### src/rtl/bankers_safe_allocator_unit_assert.svh
// assertion macros for the banker's safe allocator
`ifndef BANKERS_SAFE_ALLOCATOR_UNIT_ASSERT_SVH
`define BANKERS_SAFE_ALLOCATOR_UNIT_ASSERT_SVH

// condition must hold in the same cycle as the trigger
`define BSA_ASSERT_NOW(lbl, trig, cond) \
  lbl: assert property (@(posedge clk_i) disable iff (!rst_ni) (trig) |-> (cond)) \
    else $error("bsa: same-cycle check failed");

// condition must hold in the cycle after the trigger
`define BSA_ASSERT_NEXT(lbl, trig, cond) \
  lbl: assert property (@(posedge clk_i) disable iff (!rst_ni) (trig) |=> (cond)) \
    else $error("bsa: next-cycle check failed");

`endif

### src/rtl/bsa_pkg.sv
// shared types and constants of the banker's safe allocator
package bsa_pkg;

  localparam int KIND_W      = 2;
  localparam int TID_W       = 3;
  localparam int RID_W       = 2;
  localparam int AMT_W       = 4;
  localparam int STATUS_W    = 2;
  localparam int AVAIL_W     = 4;
  localparam int S_TDATA_W   = 16;
  localparam int M_TDATA_W   = 8;

  localparam int THREADS_DEF   = 8;
  localparam int RESOURCES_DEF = 4;
  localparam int UNIT_MAX_DEF  = 15;

  typedef enum logic [KIND_W-1:0] {
    KIND_SET_CAPACITY = 2'd0,
    KIND_SET_CLAIM    = 2'd1,
    KIND_REQUEST      = 2'd2,
    KIND_RELEASE      = 2'd3
  } bsa_kind_e;

  typedef enum logic [STATUS_W-1:0] {
    STATUS_DONE    = 2'd0,
    STATUS_GRANTED = 2'd1,
    STATUS_DENIED  = 2'd2
  } bsa_status_e;

endpackage

### src/rtl/bankers_safe_allocator_unit.sv
// Banker's-algorithm resource allocator with a deadlock-avoiding safety check.
// Input items arrive on the s_axis channel: tuser carries the kind (set capacity,
// set claim, request one unit, release all of a thread), tdata the thread, resource
// and amount. Each item yields exactly one result on m_axis: status and the
// available count of the named resource after the item.
// One item is in flight at a time; s_axis_tready_o is high only while idle.
// Set capacity, set claim and release go through the EXEC and DONE states to the output
// register, and the block is ready again in the same cycle as their result appears.
// A request that passes the precheck runs the safety scan: one thread row per
// cycle through the shared fit unit, in passes over all threads, until every
// thread has finished or a pass makes no progress.
// Reset clears the available counts and marks every claim and allocation row
// empty at once; the block is ready in the first cycle after reset.
// A finished result sits in the output register until m_axis_tready_i is high;
// the next item may be accepted meanwhile but its result waits for the slot.
`include "bankers_safe_allocator_unit_assert.svh"

module bankers_safe_allocator_unit #(
  parameter int THREADS   = bsa_pkg::THREADS_DEF,
  parameter int RESOURCES = bsa_pkg::RESOURCES_DEF,
  parameter int UNIT_MAX  = bsa_pkg::UNIT_MAX_DEF
) (
  input  logic                           clk_i,
  input  logic                           rst_ni,
  input  logic                           s_axis_tvalid_i,
  output logic                           s_axis_tready_o,
  // thread_id [2:0], resource_id [4:3], amount [8:5], zero fill above
  input  logic [bsa_pkg::S_TDATA_W-1:0]  s_axis_tdata_i,
  // kind [1:0]
  input  logic [bsa_pkg::KIND_W-1:0]     s_axis_tuser_i,
  output logic                           m_axis_tvalid_o,
  input  logic                           m_axis_tready_i,
  // status [1:0], available_after [5:2], zero fill above
  output logic [bsa_pkg::M_TDATA_W-1:0]  m_axis_tdata_o
);

  import bsa_pkg::*;

  localparam int UW  = $clog2(UNIT_MAX + 1);
  localparam int WW  = $clog2(UNIT_MAX * (THREADS + 1) + 1);
  localparam int TIW = (THREADS > 1) ? $clog2(THREADS) : 1;
  localparam int RIW = (RESOURCES > 1) ? $clog2(RESOURCES) : 1;

  localparam logic [1:0] S_IDLE  = 2'd0;
  localparam logic [1:0] S_EXEC  = 2'd1;
  localparam logic [1:0] S_CHECK = 2'd2;
  localparam logic [1:0] S_DONE  = 2'd3;

  logic [1:0]                   state_q, state_d;
  bsa_kind_e                    kind_q;
  logic [TID_W-1:0]             tid_q;
  logic [RID_W-1:0]             rid_q;
  logic [AMT_W-1:0]             amt_q;
  logic [UW-1:0]                avail_q [RESOURCES];
  logic [UW-1:0]                avail_d [RESOURCES];
  logic [RESOURCES-1:0][WW-1:0] work_q, work_d;
  logic [RESOURCES-1:0][UW-1:0] tent_q, tent_d;
  logic [THREADS-1:0]           done_q, done_d;
  logic                         prog_q, prog_d;
  logic [TIW-1:0]               cur_q, cur_d, cur_next;
  bsa_status_e                  status_q, status_d;
  logic                         m_valid_q;
  logic [STATUS_W-1:0]          m_status_q;
  logic [AVAIL_W-1:0]           m_avail_q;

  logic                         s_acc;
  logic                         t_ok, r_ok;
  logic [TIW-1:0]               tidx;
  logic [RIW-1:0]               ridx;
  logic [UW-1:0]                amt_clamp;
  logic                         claim_we, alloc_we, alloc_clr;
  logic [TIW-1:0]               rd_addr;
  logic [RESOURCES-1:0][UW-1:0] claim_rd, alloc_rd, claim_wrow;
  logic [RESOURCES-1:0][WW-1:0] fit_work, fit_sum;
  logic [RESOURCES-1:0][UW-1:0] fit_alloc;
  logic                         fit_fits;
  logic                         fire;
  logic                         grant_w;
  logic                         load_out;

  function automatic logic [UW-1:0] clamp_sum(input logic [WW-1:0] v);
    clamp_sum = (v > WW'(UNIT_MAX)) ? UW'(UNIT_MAX) : UW'(v);
  endfunction

  assign s_axis_tready_o = (state_q == S_IDLE);
  assign s_acc           = s_axis_tvalid_i && s_axis_tready_o;

  assign tidx      = TIW'(tid_q);
  assign ridx      = RIW'(rid_q);
  assign t_ok      = 32'(tid_q) < THREADS;
  assign r_ok      = 32'(rid_q) < RESOURCES;
  assign amt_clamp = (32'(amt_q) > UNIT_MAX) ? UW'(UNIT_MAX) : UW'(amt_q);

  always_ff @(posedge clk_i) begin
    if (s_acc) begin
      kind_q <= bsa_kind_e'(s_axis_tuser_i);
      tid_q  <= s_axis_tdata_i[TID_W-1:0];
      rid_q  <= s_axis_tdata_i[TID_W +: RID_W];
      amt_q  <= s_axis_tdata_i[TID_W+RID_W +: AMT_W];
    end
  end

  bsa_row_mem #(
    .THREADS   (THREADS),
    .RESOURCES (RESOURCES),
    .UW        (UW),
    .TIW       (TIW)
  ) u_claim_mem (
    .clk_i     (clk_i),
    .rst_ni    (rst_ni),
    .wr_en_i   (claim_we),
    .clr_en_i  (1'b0),
    .wr_addr_i (tidx),
    .wr_row_i  (claim_wrow),
    .rd_addr_i (rd_addr),
    .rd_row_o  (claim_rd)
  );

  bsa_row_mem #(
    .THREADS   (THREADS),
    .RESOURCES (RESOURCES),
    .UW        (UW),
    .TIW       (TIW)
  ) u_alloc_mem (
    .clk_i     (clk_i),
    .rst_ni    (rst_ni),
    .wr_en_i   (alloc_we),
    .clr_en_i  (alloc_clr),
    .wr_addr_i (tidx),
    .wr_row_i  (tent_q),
    .rd_addr_i (rd_addr),
    .rd_row_o  (alloc_rd)
  );

  // during the scan the requesting thread sees its tentative allocation
  always_comb begin
    for (int r = 0; r < RESOURCES; r++) begin
      fit_work[r] = (state_q == S_CHECK) ? work_q[r] : WW'(avail_q[r]);
    end
    fit_alloc = (state_q == S_CHECK && cur_q == tidx) ? tent_q : alloc_rd;
  end

  bsa_fit_unit #(
    .RESOURCES (RESOURCES),
    .UW        (UW),
    .WW        (WW)
  ) u_fit (
    .work_i      (fit_work),
    .claim_row_i (claim_rd),
    .alloc_row_i (fit_alloc),
    .sum_o       (fit_sum),
    .fits_o      (fit_fits)
  );

  assign cur_next = (cur_q == TIW'(THREADS - 1)) ? '0 : cur_q + TIW'(1);
  assign fire     = !done_q[cur_q] && fit_fits;

  always_comb begin
    state_d    = state_q;
    avail_d    = avail_q;
    work_d     = work_q;
    tent_d     = tent_q;
    done_d     = done_q;
    prog_d     = prog_q;
    cur_d      = cur_q;
    status_d   = status_q;
    claim_we   = 1'b0;
    alloc_we   = 1'b0;
    alloc_clr  = 1'b0;
    grant_w    = 1'b0;
    load_out   = 1'b0;
    rd_addr    = tidx;
    claim_wrow = claim_rd;
    claim_wrow[ridx] = amt_clamp;

    case (state_q)
      S_IDLE: begin
        rd_addr = TIW'(s_axis_tdata_i[TID_W-1:0]);
        if (s_acc) begin
          state_d = S_EXEC;
        end
      end

      S_EXEC: begin
        status_d = (kind_q == KIND_REQUEST) ? STATUS_DENIED : STATUS_DONE;
        state_d  = S_DONE;
        case (kind_q)
          KIND_SET_CAPACITY: begin
            if (r_ok) begin
              avail_d[ridx] = amt_clamp;
            end
          end
          KIND_SET_CLAIM: begin
            claim_we = t_ok && r_ok;
          end
          KIND_RELEASE: begin
            if (t_ok) begin
              for (int r = 0; r < RESOURCES; r++) begin
                avail_d[r] = clamp_sum(fit_sum[r]);
              end
              alloc_clr = 1'b1;
            end
          end
          KIND_REQUEST: begin
            if (t_ok && r_ok && avail_q[ridx] != '0 && claim_rd[ridx] > alloc_rd[ridx]) begin
              tent_d       = alloc_rd;
              tent_d[ridx] = alloc_rd[ridx] + UW'(1);
              for (int r = 0; r < RESOURCES; r++) begin
                work_d[r] = WW'(avail_q[r]);
              end
              work_d[ridx] = WW'(avail_q[ridx] - UW'(1));
              done_d  = '0;
              prog_d  = 1'b0;
              cur_d   = '0;
              rd_addr = '0;
              state_d = S_CHECK;
            end
          end
          default: ;
        endcase
      end

      S_CHECK: begin
        rd_addr = cur_next;
        cur_d   = cur_next;
        if (fire) begin
          done_d[cur_q] = 1'b1;
          work_d        = fit_sum;
          prog_d        = 1'b1;
        end
        // end of a pass: all finished means safe, no progress means unsafe
        if (cur_q == TIW'(THREADS - 1)) begin
          prog_d = 1'b0;
          if (&done_d) begin
            alloc_we      = 1'b1;
            grant_w       = 1'b1;
            avail_d[ridx] = avail_q[ridx] - UW'(1);
            status_d      = STATUS_GRANTED;
            state_d       = S_DONE;
          end else if (!(prog_q || fire)) begin
            state_d = S_DONE;
          end
        end
      end

      S_DONE: begin
        if (!m_valid_q || m_axis_tready_i) begin
          load_out = 1'b1;
          state_d  = S_IDLE;
        end
      end

      default: state_d = S_IDLE;
    endcase
  end

  always_ff @(posedge clk_i or negedge rst_ni) begin
    if (!rst_ni) begin
      state_q   <= S_IDLE;
      avail_q   <= '{default: '0};
      done_q    <= '0;
      prog_q    <= 1'b0;
      cur_q     <= '0;
      status_q  <= STATUS_DONE;
      m_valid_q <= 1'b0;
    end else begin
      state_q  <= state_d;
      avail_q  <= avail_d;
      done_q   <= done_d;
      prog_q   <= prog_d;
      cur_q    <= cur_d;
      status_q <= status_d;
      if (load_out) begin
        m_valid_q <= 1'b1;
      end else if (m_axis_tready_i) begin
        m_valid_q <= 1'b0;
      end
    end
  end

  always_ff @(posedge clk_i) begin
    work_q <= work_d;
    tent_q <= tent_d;
    if (load_out) begin
      m_status_q <= status_q;
      m_avail_q  <= r_ok ? AVAIL_W'(avail_q[ridx]) : '0;
    end
  end

  assign m_axis_tvalid_o = m_valid_q;
  assign m_axis_tdata_o  = {(M_TDATA_W - STATUS_W - AVAIL_W)'(0), m_avail_q, m_status_q};

  `BSA_ASSERT_NEXT(a_accept_starts_exec, s_acc, state_q == S_EXEC && !s_axis_tready_o)
  `BSA_ASSERT_NOW(a_scan_in_range, state_q == S_CHECK, 32'(cur_q) < THREADS)
  `BSA_ASSERT_NEXT(a_grant_takes_unit, grant_w, avail_q[ridx] == $past(avail_q[ridx]) - UW'(1))
  `BSA_ASSERT_NEXT(a_result_loaded, load_out, m_axis_tvalid_o && state_q == S_IDLE)

endmodule

### src/rtl/bsa_row_mem.sv
// per-thread row memory with valid bits, one write and one registered read per cycle
module bsa_row_mem #(
  parameter int THREADS   = 8,
  parameter int RESOURCES = 4,
  parameter int UW        = 4,
  parameter int TIW       = (THREADS > 1) ? $clog2(THREADS) : 1
) (
  input  logic                          clk_i,
  input  logic                          rst_ni,
  input  logic                          wr_en_i,
  input  logic                          clr_en_i,
  input  logic [TIW-1:0]                wr_addr_i,
  input  logic [RESOURCES-1:0][UW-1:0]  wr_row_i,
  input  logic [TIW-1:0]                rd_addr_i,
  output logic [RESOURCES-1:0][UW-1:0]  rd_row_o
);

  logic [RESOURCES-1:0][UW-1:0] mem_q [THREADS];
  logic [RESOURCES-1:0][UW-1:0] rd_row_q;
  logic [THREADS-1:0]           vld_q;
  logic                         rd_vld_q;

  always_ff @(posedge clk_i) begin
    if (wr_en_i) begin
      mem_q[wr_addr_i] <= wr_row_i;
    end
    rd_row_q <= mem_q[rd_addr_i];
  end

  // a row never written, or cleared, reads as zero
  always_ff @(posedge clk_i or negedge rst_ni) begin
    if (!rst_ni) begin
      vld_q    <= '0;
      rd_vld_q <= 1'b0;
    end else begin
      if (wr_en_i) begin
        vld_q[wr_addr_i] <= 1'b1;
      end else if (clr_en_i) begin
        vld_q[wr_addr_i] <= 1'b0;
      end
      rd_vld_q <= vld_q[rd_addr_i];
    end
  end

  assign rd_row_o = rd_vld_q ? rd_row_q : '0;

endmodule

### src/rtl/bsa_fit_unit.sv
// shared row unit: adds a row to the work vector and tests whether the need fits
module bsa_fit_unit #(
  parameter int RESOURCES = 4,
  parameter int UW        = 4,
  parameter int WW        = 8
) (
  input  logic [RESOURCES-1:0][WW-1:0] work_i,
  input  logic [RESOURCES-1:0][UW-1:0] claim_row_i,
  input  logic [RESOURCES-1:0][UW-1:0] alloc_row_i,
  output logic [RESOURCES-1:0][WW-1:0] sum_o,
  output logic                         fits_o
);

  logic [RESOURCES-1:0][WW:0] sum_w;

  // need > work is the same as claim > work + alloc, which avoids negative needs
  always_comb begin
    fits_o = 1'b1;
    for (int r = 0; r < RESOURCES; r++) begin
      sum_w[r] = {1'b0, work_i[r]} + (WW+1)'(alloc_row_i[r]);
      sum_o[r] = sum_w[r][WW-1:0];
      if ((WW+1)'(claim_row_i[r]) > sum_w[r]) begin
        fits_o = 1'b0;
      end
    end
  end

endmodule
### config.mk
export PLATFORM = sky130hd
export DESIGN_NAME = bankers_safe_allocator_unit
export DESIGN_NICKNAME = d
export VERILOG_FILES = /design/src/rtl/bsa_pkg.sv /design/src/rtl/bankers_safe_allocator_unit.sv /design/src/rtl/bsa_row_mem.sv /design/src/rtl/bsa_fit_unit.sv
export VERILOG_INCLUDE_DIRS = /design/src /design/src/rtl
export SDC_FILE = /design/constraint.sdc
export NUM_CORES = 1
export LEC_CHECK = 0
export BUFFER_PORTS_ARGS = -buffer_cell sky130_fd_sc_hd__buf_4
export CORE_UTILIZATION = 41
export CTS_CLUSTER_SIZE = 14
export DETAILED_ROUTE_END_ITERATION = 10
export PLACE_DENSITY_LB_ADDON = 0.05
export SYNTH_ARGS = -nofsm -noshare
export SYNTH_HDL_FRONTEND = slang
export SYNTH_SLANG_ARGS = --single-unit
### constraint.sdc
create_clock -name clk_i -period 20.8 [get_ports clk_i]
set_clock_uncertainty 0.2 [all_clocks]
set_input_delay 1.04 -clock clk_i [delete_from_list [all_inputs] [get_ports clk_i]]
set_output_delay 1.04 -clock clk_i [all_outputs]
set_load 0.005 [all_outputs]
# Yosys cells after proc, flatten, opt, wreduce, memory -nomap -nowiden
# Memories as Yosys holds them, arrays and structs flattened. A register that Yosys moved wholly into a read port is not among the register bits.
# Index checks and enable logic that the tools add are counted.
[op_classes]
bitwise_logic = 6
n_lt_le_gt_ge = 18
n_mul = 0
n_mux = 97
n_addsub = 8
shifts = 0
n_reduce_logical = 26
n_div = 0
eq_ne = 18
[ops]
columns = ["cell", "count"]
rows = [
  ["32-bit two-way mux", 3],
  ["8-bit two-way mux", 11],
  ["16-bit two-way mux", 5],
  ["16-bit bitwise mux", 4],
  ["16-bit one-hot mux with 2 select lines", 2],
  ["32-bit one-hot mux with 2 select lines", 1],
  ["4-bit two-way mux", 10],
  ["8-bit by 4-bit adder with 9-bit output", 4],
  ["4-bit by 9-bit > comparator with 1-bit output", 4],
  ["32-bit bitwise mux", 1],
  ["8-bit by 4-bit > comparator with 1-bit output (second input constant)", 4],
  ["1-bit two-way mux", 30],
  ["4-bit binary-select mux with 2-bit select", 3],
  ["8-bit bitwise OR", 3],
  ["4-bit demux with 2-bit select", 2],
  ["8-bit demux with 2-bit select", 1],
  ["2-bit two-way mux", 8],
  ["8-bit one-hot mux with 2 select lines", 1],
  ["4-bit AND reduction", 4],
  ["3-bit two-way mux", 5],
  ["3-bit by 4-bit < comparator with 1-bit output (second input constant)", 3],
  ["1-bit binary-select mux with 3-bit select", 3],
  ["3-bit one-hot mux with 3 select lines", 1],
  ["3-bit AND reduction", 3],
  ["34 further kinds", 57],
]
[totals]
word_cells = 203
register_bits = 116
ramBits = 256
in_bits = 22
output_inout_bits = 10
romBits = 0
n_memories = 2
latch_bits = 0
[memory_table]
columns = ["name", "words", "word_bits", "rd", "rd_ports_with_merged_regs", "write_ports", "line_no", "source"]
rows = [
  ["u_alloc_mem.mem_q", 8, 16, 1, 1, 1, "bsa_row_mem.sv:18", "logic [RESOURCES-1:0][UW-1:0] mem_q [THREADS];"],
  ["u_claim_mem.mem_q", 8, 16, 1, 1, 1, "bsa_row_mem.sv:18", ""],
]

# Depth between registers and ports, before layout
[depth]
word_depth = 18
ltp_mapped = 24
mapped_depth_nobuf = 20

# Hierarchy
# From an unflattened synthesis, not the netlist that was laid out.
[unflattened]
cells_unflattened = 1349
hier_area_um2 = 19242.2
[by_module_without_submodules]
columns = ["mod", "cells_each", "instances", "seq_area_each_um2", "area_each_um2"]
rows = [
  ["bsa_row_mem", 268, 2, 4389.2, 5834.3],
  ["bankers_safe_allocator_unit", 629, 1, 2777.7, 6226.0],
  ["bsa_fit_unit", 184, 1, 0.0, 1347.5],
]

# Least setup slack after synthesis
# Ideal clock, no wire load.
[synth_path]
path_kind = "reg2reg"
start = "register state_q[0]"
end = "register work_q[0] (netlist bit) (enable)"
t_required_ns = 20.130
arrival_time_ns = 6.559
synth_period_minus_slack_ns = 7.229
path_buffers = 3
path_slack_ns = 13.571
stages_incl_launch_ff = 21
setup_time_ns = 0.470
cell_sequence = "dfrtp_1 -> inv_1 -> ha_1 -> clkbuf_2 -> clkinv_1 -> clkbuf_1 -> nor4_1 -> clkbuf_1 -> nand2_1 -> o21ai_0 -> ha_1 -> inv_1 -> fa_1 -> ha_1 -> nor2b_1 -> o21a_1 -> o21ai_0 -> a221oi_1 -> a31oi_1 -> nand3_1 -> a21boi_0"
[synth_between]
elab_chain_len = 12
word_cells_on_any_way = 26
cone_classes = "add/sub: 4; order compare: 4; eq/ne: 5; mux: 9; reduce/logical: 4"
[synth_lines]
columns = ["element", "line_no", "source"]
rows = [
  ["from (decl)", "bankers_safe_allocator_unit.sv:49", "logic [1:0] state_q, state_d;"],
  ["from (signal assigned)", "bankers_safe_allocator_unit.sv:267", "state_q <= state_d;"],
  ["2-bit == test", "bankers_safe_allocator_unit.sv:138, bankers_safe_allocator_unit.sv:140, bankers_safe_allocator_unit.sv:176", ""],
  ["1-bit logical AND", "bankers_safe_allocator_unit.sv:140", "fit_alloc = (state_q == S_CHECK && cur_q == tidx) ? tent_q : alloc_rd;"],
  ["16-bit two-way mux", "bankers_safe_allocator_unit.sv:140", ""],
  ["8-bit by 4-bit adder with 9-bit output", "bsa_fit_unit.sv:20", "sum_w[r] = {1'b0, work_i[r]} + (WW+1)'(alloc_row_i[r]);"],
  ["4-bit by 9-bit > comparator with 1-bit output", "bsa_fit_unit.sv:22", "if ((WW+1)'(claim_row_i[r]) > sum_w[r]) begin"],
  ["1-bit two-way mux (4 in a row)", "bsa_fit_unit.sv:22", ""],
  ["1-bit logical AND", "bankers_safe_allocator_unit.sv:156", "assign fire = !done_q[cur_q] && fit_fits;"],
  ["2-bit inequality test (no source line)", "--", ""],
  ["4-bit AND reduction (no source line) (*)", "--", ""],
  ["to (signal assigned)", "bankers_safe_allocator_unit.sv:282", "work_q <= work_d;"],
  ["to (decl)", "bankers_safe_allocator_unit.sv:56", "logic [RESOURCES-1:0][WW-1:0] work_q, work_d;"],
]
# Mark *: on every way between the ends. The rest lies on a longest branch, timed or not.
# A chain may end at the register's enable or synchronous reset.

# Final worst setup path
[layout_path]
start = "register state_q[0]"
end = "memory u_alloc_mem.mem_q[1][13] (netlist bit) (enable)"
[layout_between]
elab_chain_len = 18
word_cells_on_any_way = 28
cone_classes = "add/sub: 4; order compare: 4; eq/ne: 1; mux: 16; reduce/logical: 3"
[layout_lines]
columns = ["element", "line_no", "source"]
rows = [
  ["2-bit == test (*)", "bankers_safe_allocator_unit.sv:138, bankers_safe_allocator_unit.sv:140, bankers_safe_allocator_unit.sv:176", ""],
  ["1-bit logical AND", "bankers_safe_allocator_unit.sv:140", ""],
  ["16-bit two-way mux", "bankers_safe_allocator_unit.sv:140", ""],
  ["8-bit by 4-bit adder with 9-bit output", "bsa_fit_unit.sv:20", ""],
  ["4-bit by 9-bit > comparator with 1-bit output", "bsa_fit_unit.sv:22", ""],
  ["1-bit two-way mux (4 in a row)", "bsa_fit_unit.sv:22", ""],
  ["1-bit logical AND", "bankers_safe_allocator_unit.sv:156", ""],
  ["8-bit two-way mux", "bankers_safe_allocator_unit.sv:226", "if (fire) begin"],
  ["8-bit two-way mux", "bankers_safe_allocator_unit.sv:176", "case (state_q)"],
  ["8-bit AND reduction", "bankers_safe_allocator_unit.sv:234", "if (&done_d) begin"],
  ["1-bit two-way mux", "bankers_safe_allocator_unit.sv:234", ""],
  ["1-bit two-way mux", "bankers_safe_allocator_unit.sv:232", "if (cur_q == TIW'(THREADS - 1)) begin"],
  ["1-bit two-way mux (*)", "bankers_safe_allocator_unit.sv:176", ""],
  ["1-bit two-way mux (*)", "bsa_row_mem.sv:24", "if (wr_en_i) begin"],
  ["1-bit two-way mux (not written as such) (*)", "bsa_row_mem.sv:25", "mem_q[wr_addr_i] <= wr_row_i;"],
  ["to (decl)", "bsa_row_mem.sv:18", ""],
]
# Mark *: on every way between the ends. The rest lies on a longest branch, timed or not. The select of a mux whose other input is x is not followed.

==> results.md <==
* Outcome: complete, no violations
* Starting density of the core at 41.7%
* Share of cells above drive strength 1 at 14.3%
* Combinational family with the most area after synthesis: simple AND/OR/NAND/NOR gates
* Crit Path Class: register to register
* Worst reg2reg endpoint: u_alloc_mem.mem_q[1][13]
* Floorplan core area at 44300 µm²
* Worst-case reg-to-reg path depth at 21
* First-pass GRT wire length at 78900 µm
* CTS H-Tree Depth at 2
* Count of endpoints failing setup in the final report at 0
* Synthesized instance count at 1502
* Critical Path End: u_alloc_mem.mem_q[1][13]
* Routed WL per cell at 24.4 µm
* Part of the Yosys area used for sequential elements at 62.5%
* Synth Area in XOR/XNOR at 1.75%
* Skew-Pair Late Insertion Delay at 0.59 ns
* Post-synth top cells: 321 x edfxtp_1, 243 x nand2_1, 85 x o21ai_0
* First-pass iteration count of the detailed router at 7
* Antenna violations before repair at 1
* Area enclosed by the die boundary at 46000 µm²
* Fmax achieved at 140 MHz
* TNS Setup at 0 ns
* IR Drop Worst-Case VDD at 0.138 mV
* Total routed wirelength at 52600 µm
* Slew HR at 16.6%
* Crit path capture type: register
* Buffers inserted during post-CTS setup optimization at 0
* # DRC at 0
* Power density over cell area at 158 nW/µm²
* Clock slew at the register clock pins of the worst setup and hold paths at 0.06 ns
* Slew at the pin closest to its max-slew limit at 1.24 ns
* Diodes inserted at 0
* Weighted congestion reported at the end of routability-driven placement at 0.858
* Average instance area after synthesis at 12.3 µm²
* Detailed router's first-iteration violation count at 1112
* Worst Path Required at 20.85 ns
* Ys async rst share at 12.6%
* # IOs at 32
* Maximum fanout along the worst path at 32
* Register-to-Register Setup Slack at 13.65 ns
* Reg2reg start: state_q[0]
* Yosys synthesis warning count at 0
* Number of instances resized during post-cts repair at 0
* Growth of design area from synthesis to finish at 13.3%
* Post-synthesis cell area at 18500 µm²
* Routed length on met2 at 24000 µm
* Max cap viols at 0
* Adder-cell share of the synthesized area at 3.41%
* Remaining global-route overflow at 0
* Post-layout total power at 0.00331 W
* Number of buffers on the longest clock path at 3
* CTS root buffer: clkbuf_16
* DR vias at 12200
* Unique cell type count in the Yosys netlist at 72
* Unrepaired setup endpoints after global routing: no
* Static leakage at 7.99 nW
* Area share of the leading cell type in the synthesized netlist at 52.1%
* Arrival time at the worst endpoint at 7.20 ns
* CTS tree: yes
* Via/cell ratio at 5.67
* Share of synthesized area spent on multiplexers at 5.84%
* Die Height at 214 µm
* Most instantiated library cell after synthesis: edfxtp_1
* Number of buffers inserted by port buffering at 22
* Register area at 11600 µm²
* WL met3 at 2990 µm
* Timing startpoint of the critical path: state_q[0]
* TritonCTS Buffers at 45
* Number of global-route vias before repair at 11900
* Chip width at 214 µm
* Clock Sink Count at 404
* Hold violation count in the final report at 0
* Post-synth EDFFs at 321
* Most used flip-flop cell after synthesis: edfxtp_1
* GRT Total Usage at 23.2%
* Placement Rows at 77
* Hold buffer count at cts at 0
* Sum of net half-perimeters after detailed placement at 33300 µm
* Cell type with the highest aggregate area in the netlist: edfxtp_1
* Biggest area contributors in the synthesized netlist: edfxtp_1 52%, dfrtp_1 6.9%, nand2_1 4.9%, dfxtp_1 3.5%, ha_1 3.0%
* Final critical path time including I/O delays and setup at 7.15 ns
* Filler instances at 4068
* Routed metal-1 wire length at 24700 µm
* Synth Area in Simple Gates at 12.1%
* Path type of the worst min-delay path: register to register
* Count of nets after finishing at 1596
* Complex-gate fraction of the synthesized area at 11.5%
* Number of synthesized register bits at 404
* Final cycle utilization of the critical path at 34.4%
* Topmost layer with routed signal wires: met4
* Antenna viol nets, final at 0
* Largest net degree at the start of global routing at 52
* Final-report max-slew violation count at 0
* CP Launch Type: register
* Area of combinational cells with multiple inputs at 6520 µm²
worst min-delay path by stage:
stage	from	endpoint	cells past startpoint
floorplan	u_claim_mem.vld_q[2]	u_claim_mem.vld_q[2]	1
global placement	u_claim_mem.vld_q[2]	u_claim_mem.vld_q[2]	1
detailed placement	u_claim_mem.vld_q[2]	u_claim_mem.vld_q[2]	1
CTS	u_claim_mem.vld_q[2]	u_claim_mem.vld_q[2]	1
global route	u_claim_mem.vld_q[1]	u_claim_mem.vld_q[1]	1
finish	u_claim_mem.vld_q[5]	u_claim_mem.vld_q[5]	1
stage by stage:
step           area (µm²)  std cells  setup WS [ns]  hold WS (ns)  utilization, %
2_1_floorplan       18500       1503          13.57         0.230               -
3_3_place_gp        19400       2071          13.72         0.243            43.8
3_5_place_dp        19400       2071          13.66         0.254            43.8
4_1_cts             21000       2155          13.63         0.269            47.3
5_1_grt             21000       2155          13.15         0.287            47.3
6_report            21000       2155          13.65         0.266            47.3
metal layers:
| metal | GRT usage (%) | up-vias |
|---|---|---|
| met1 | 33.7 | 6132 |
| met5 | 0 | - |
| met3 | 3.73 | 72 |
| met2 | 36.4 | 343 |
| met4 | 5.62 | 0 |
| li1 | - | 5680 |
layout by cell type (no fill, tap or decap), types with 18 or more instances in the layout:
cell type  instances
dfxtp_1           32
mux2_2            31
nor2_1            41
inv_1             42
o22ai_1           36
nand2_1          243
mux2i_1           46
buf_4             57
a21oi_1           78
dfrtp_1           51
ha_1              43
nor2_2            18
or4_1             34
a22o_1            36
xnor2_1           20
o21ai_0           85
nand3_1           24
edfxtp_1         321
and3_1            41
clkbuf_16         47
logic make-up (layout without fill, tap and decap cells):
kind of cell | Yosys count | after routing
AND/OR/NAND/NOR | 474 | 474
AO/OA/AOI/OAI | 325 | 325
XOR/XNOR | 37 | 37
other | 1 | 2
flip-flops | 404 | 404
buffers and inverters | 124 | 184
multiplexers | 89 | 89
adder cells (fa/ha/maj) | 48 | 48
area by class of cell:
class / count / share of cell area, %
flip-flops and latches: 404 / 55.1
inverters: 43 / 0.770
clock inverters: 18 / 1.08
clock buffers: 66 / 6.33
repair buffers: 57 / 2.04
well taps: 592 / 3.53
multi-input cells: 975 / 31.1
worst max-delay path, stage by stage (launching register included):
cell       delay (ns)
dfrtp_1          0.44
inv_1            0.11
ha_2             0.57
clkinv_1         0.22
nor4_2           0.29
buf_4            0.38
o21ai_0          0.34
ha_1             0.37
a21oi_1          0.20
nor2b_1          0.08
nor2_1           0.11
xor2_1           0.37
ha_1             0.34
a21oi_1          0.16
o2bb2ai_1        0.18
a221oi_1         0.20
a221oi_1         0.39
nand3_1          0.14
a221oi_2         0.51
nand2_1          0.52
nor2_2           0.25
buf_4            0.34
where the power goes:
group / total [W] / switching, W / internal (W)
clock: 0.000832 / 0.000337 / 0.000495
combinational: 0.00134 / 0.000858 / 0.000480
sequential: 0.00114 / 0.000103 / 0.00104
flip-flops by register name, summed over array words and instances (netlist names), 3 cells and up, named ones only:
| name | count |
|---|---|
| u_alloc_mem.mem_q | 128 |
| u_claim_mem.mem_q | 128 |
| work_q | 32 |
| avail_q | 16 |
| tent_q | 16 |
| u_alloc_mem.rd_row_q | 16 |
| u_claim_mem.rd_row_q | 16 |
| done_q | 8 |
| u_claim_mem.vld_q | 8 |
| amt_clamp | 4 |
| m_avail_q | 4 |
| cur_q | 3 |
| tid_q | 3 |
No activity file was read; power rests on OpenSTA's default activity.
